`config.mk`:
```
export PLATFORM = sky130hd
export DESIGN_NAME = pse_front
export DESIGN_NICKNAME = d
export VERILOG_FILES = /design/src/hdl/pse_pkg.sv /design/src/hdl/pse_front.sv
export SDC_FILE = /design/constraint.sdc
export NUM_CORES = 1
export LEC_CHECK = 0
export ABC_AREA = 1
export BUFFER_PORTS_ARGS = -buffer_cell sky130_fd_sc_hd__buf_4
export CAP_MARGIN = 20
export CORE_ASPECT_RATIO = 1.5
export CORE_MARGIN = 2
export CORE_UTILIZATION = 50
export DETAILED_ROUTE_END_ITERATION = 10
export GPL_ROUTABILITY_DRIVEN = 0
export PLACE_DENSITY = 0.74
export SYNTH_ARGS = -nofsm -noshare
export SYNTH_HDL_FRONTEND = slang
export SYNTH_SLANG_ARGS = --single-unit
```
`constraint.sdc`:
```
create_clock -name clk_i -period 3.28 [get_ports clk_i]
set_clock_uncertainty 0.2 [all_clocks]
set_input_delay 0.656 -clock clk_i [delete_from_list [all_inputs] [get_ports clk_i]]
set_output_delay 0.656 -clock clk_i [all_outputs]
set_load 0.03 [all_outputs]
```
`src/hdl/pse_pkg.sv`:
```
// ----------------------------------------------------------------------------
// pse_pkg
// Shared types and constants for the postfix stack evaluator.
// ----------------------------------------------------------------------------
package pse_pkg;

  localparam int unsigned StackDepthDefault = 64;
  localparam int unsigned QueueDepth = 2;

  localparam logic [7:0] CharPlus  = 8'h2B;
  localparam logic [7:0] CharMinus = 8'h2D;
  localparam logic [7:0] CharMul   = 8'h2A;
  localparam logic [7:0] CharDiv   = 8'h2F;
  localparam logic [7:0] CharPow   = 8'h5E;
  localparam logic [7:0] CharMod   = 8'h25;
  localparam logic [7:0] CharZero  = 8'h30;
  localparam logic [7:0] CharNine  = 8'h39;

  typedef enum logic [2:0] {
    ST_OK        = 3'd0,
    ST_INVALID   = 3'd1,
    ST_UNDERFLOW = 3'd2,
    ST_DIVZERO   = 3'd3,
    ST_OVERFLOW  = 3'd4
  } status_e;

  typedef enum logic [2:0] {
    OP_DIGIT, OP_ADD, OP_SUB, OP_MUL, OP_DIV, OP_MOD, OP_POW, OP_BAD
  } op_e;

  // classified request passed from front to back
  typedef struct packed {
    op_e        op;
    logic [3:0] digit;
    logic       last;
  } req_t;

  typedef enum logic [2:0] {
    S_IDLE, S_FETCH, S_EXEC, S_DIV, S_POW, S_WRITE, S_RESULT
  } state_e;

endpackage

```
`src/hdl/pse_front.sv`:
```
// ----------------------------------------------------------------------------
// pse_front
// Classifies characters and queues them for the execution back end.
// ----------------------------------------------------------------------------
module pse_front (
  input  logic          clk_i,
  input  logic          rst_ni,
  input  logic          push_i,
  output logic          full_o,
  input  logic [7:0]    symbol_i,
  input  logic          last_i,
  output logic          req_valid_o,
  input  logic          req_take_i,
  output pse_pkg::req_t req_o
);
  import pse_pkg::*;

  req_t       fifo_q [QueueDepth];
  logic       wr_ptr_q, rd_ptr_q;
  logic [1:0] cnt_q;
  req_t       cls;
  logic       wr_en, rd_en;

  // character decode
  always_comb begin
    cls.digit = 4'd0;
    cls.last  = last_i;
    cls.op    = OP_BAD;
    if (symbol_i inside {[CharZero:CharNine]}) begin
      cls.op    = OP_DIGIT;
      cls.digit = 4'(symbol_i - CharZero);
    end else begin
      case (symbol_i)
        CharPlus:  cls.op = OP_ADD;
        CharMinus: cls.op = OP_SUB;
        CharMul:   cls.op = OP_MUL;
        CharDiv:   cls.op = OP_DIV;
        CharMod:   cls.op = OP_MOD;
        CharPow:   cls.op = OP_POW;
        default:   cls.op = OP_BAD;
      endcase
    end
  end

  assign full_o      = (cnt_q == 2'(QueueDepth));
  assign req_valid_o = (cnt_q != 2'd0);
  assign req_o       = fifo_q[rd_ptr_q];
  assign wr_en       = push_i && !full_o;
  assign rd_en       = req_take_i && req_valid_o;

  // queue storage
  always_ff @(posedge clk_i) begin
    if (wr_en) fifo_q[wr_ptr_q] <= cls;
  end

  // queue pointers
  always_ff @(posedge clk_i or negedge rst_ni) begin
    if (!rst_ni) begin
      wr_ptr_q <= 1'b0;
      rd_ptr_q <= 1'b0;
      cnt_q    <= 2'd0;
    end else begin
      if (wr_en) wr_ptr_q <= ~wr_ptr_q;
      if (rd_en) rd_ptr_q <= ~rd_ptr_q;
      cnt_q <= cnt_q + 2'(wr_en) - 2'(rd_en);
    end
  end
endmodule

```
==> flow_summary.ini <==
[pwr]
p_clk_frac = 0.114
intPower_w = 0.000561
seq_power_share = 0.408
swShare = 0.411
power_w = 0.000952
p_sw_w = 0.000391
peakVddDrop_uv = 439
power_density_nw_per_um2 = 735
leakage_nw = 0.597
combPwrFrac = 0.478

[drt]
via_count = 805
routedWlPerCell_um = 10.7
first_pass_iters = 5
ant_nets = 0
route.detailed.drc = 0
drt-total-wl_mm = 1.76
drt_iter0_markers = 11
viasPerCell = 4.88

[synth]
synth.most_common_cell = nand2_1
synth_flop_cell = edfxtp_1
synth.top_cells.by_area = edfxtp_1 (45%), nand2_1 (12%), dfrtp_1 (9.3%)
synth_cells = 117
yosysTopAreaCell = edfxtp_1
synth_edf_count = 16
synth_area_per_cell_sq_um = 9.15
synth-async-reset-ratio = 0.200
synth_common_cells = nand2_1 (35), nor2_1 (18), edfxtp_1 (16), inv_1 (10)
synth_nets = 132
yosysTopAreaCellShare = 0.449
syn_area_sq_um = 1070
ys_seq_area_frac = 0.542
synth_warnings = 0
ys_ff_latch = 20
yosysUniqueCellTypes = 22

[setup_path]
cp.required_ps = 2420
cp_max_fo = 9
cp-start-kind = register
path_class = register to primary output
ff2ff_path_depth = 7
end_kind = primary output
crit_arrival_ps = 1410

[clock_tree]
cts_buffer_depth = 2
clk_latency_ps = 280
clk_pin_slew_ps = 100
root_buffer = clkbuf_4
cts.sinks = 20
h-tree-depth = 1
numCtsBuffers = 3
cts_tree = built
cts_resized = 0
postCtsSetupBuffers = 0

[die]
die_w_um = 41.8
row_count = 20
ios = 23
coreArea_sq_um = 2030
die_y_um = 60.7
start_util = 0.528
dieArea_sq_um = 2540

[final_layout]
n_antenna_cell = 0
nNetsFinal = 159
multiInputGateArea_sq_um = 429
post-route-util = 0.639
drive_gt1_frac = 0.329
design_area_sq_um = 1290
area_growth_pct = 20.9
final-seq-area_sq_um = 581
fillers = 178

[timing]
tightest_slew_ps = 647
hold_viol_final = 0
max_freq_mhz = 442
finalSetupViolCount = 0
finalCriticalPeriod_ps = 2260
period_share = 0.690
rsz0062_at_grt = false
slew_headroom = 0.567
fin_setup_tns_ps = 0
whs_ps = 357
finalMaxSlewViolations = 0

[grt]
gr-total-overflow = 0
antenna_found_initial = 0
grt_max_degree = 12
grt_pass1_wl_mm = 2.91
grt_usage = 0.156
grt_pass1_vias = 761

[run_status]
status = finished clean

[min_path]
hp-class = primary input to register
whs_path_depth = 1

[run]
max_cap_viol_count = 0

[placement]
placed_cell_area_sq_um = 1260
place_hpwl_mm = 1.52
portBuffers = 22
## worst max-delay path, cell delays in order, from the launching register on
cell and delay (ps):
dfrtp_1 490, clkinv_1 270, nand2_1 130, nand2_1 60, buf_4 160
## cells by family (layout without fill, tap and decap cells)
group,Yosys count,in the layout,synth area share
flops,20,20,0.542
fa+ha+maj,2,2,0.0234
xor+xnor,4,4,0.0327
simple gates,68,68,0.298
compound gates,7,7,0.0467
buf+inv,16,42,0.0572
## per-layer routing
layer,share of wire,GRT usage
met1,0.33,0.137
met5,0,0
met2,0.60,0.335
met4,0.030,0.0968
met3,0.035,0.00893
## state kept, by name (all words and copies together), names as in the netlist
name,flops
rd_ptr_q,1
fifo_q,16
wr_ptr_q,1
cnt_q,2
## layout by cell type (no fill, tap or decap), types with 3 or more instances in the layout
master    Yosys  layout
dfrtp_1       4       4
nand2_2       4       4
nor2_1       18      18
nand2_1      35      35
inv_1        10      10
buf_4         0      22
inv_2         4       4
edfxtp_1     16      16
nor2_2        4       4
clkbuf_4      0       3
## final timing paths
check | start | to | slack (ps)
worst min register to register | wr_ptr_q | wr_ptr_q | 380
worst min-delay path | last_i | fifo_q[1][0] | 360
worst max register to register | cnt_q[0] | cnt_q[1] | 1470
max in group asynchronous | rst_ni | rd_ptr_q | 2270
worst max-delay path | rd_ptr_q | req_o[5] | 1020
min in group asynchronous | rst_ni | cnt_q[0] | 510
## cell type report
class | count | share of cell area
Inverter | 15 | 0.0435
Clock buffer | 4 | 0.0203
Timing Repair Buffer | 23 | 0.135
Tap cell | 22 | 0.0213
Sequential cell | 20 | 0.448
Multi-Input combinational cell | 81 | 0.331
## power groups by stage
stage               registers [W]  clock network, W  logic, W
floorplan                0.000374                 0  0.000326
finish                   0.000388          0.000109  0.000455
global route             0.000394          0.000121  0.000501
detailed placement       0.000394                 0  0.000458
global placement         0.000392                 0  0.000446
CTS                      0.000388          0.000111  0.000461
## per-stage QoR
stage | worst slack, ps | instances
2_1_floorplan | 1460 | 117
3_3_place_gp | 1390 | 160
3_5_place_dp | 1340 | 160
4_1_cts | 1020 | 165
5_1_grt | 890 | 165
6_report | 1020 | 165
## timing repair
action / in CTS / in global routing
endpoints found under the setup margin: 0 / 0
hold buffers: 1 / 0
hold endpoints to repair: 4 / 0
Note: power is estimated with default switching activity, not from simulation.
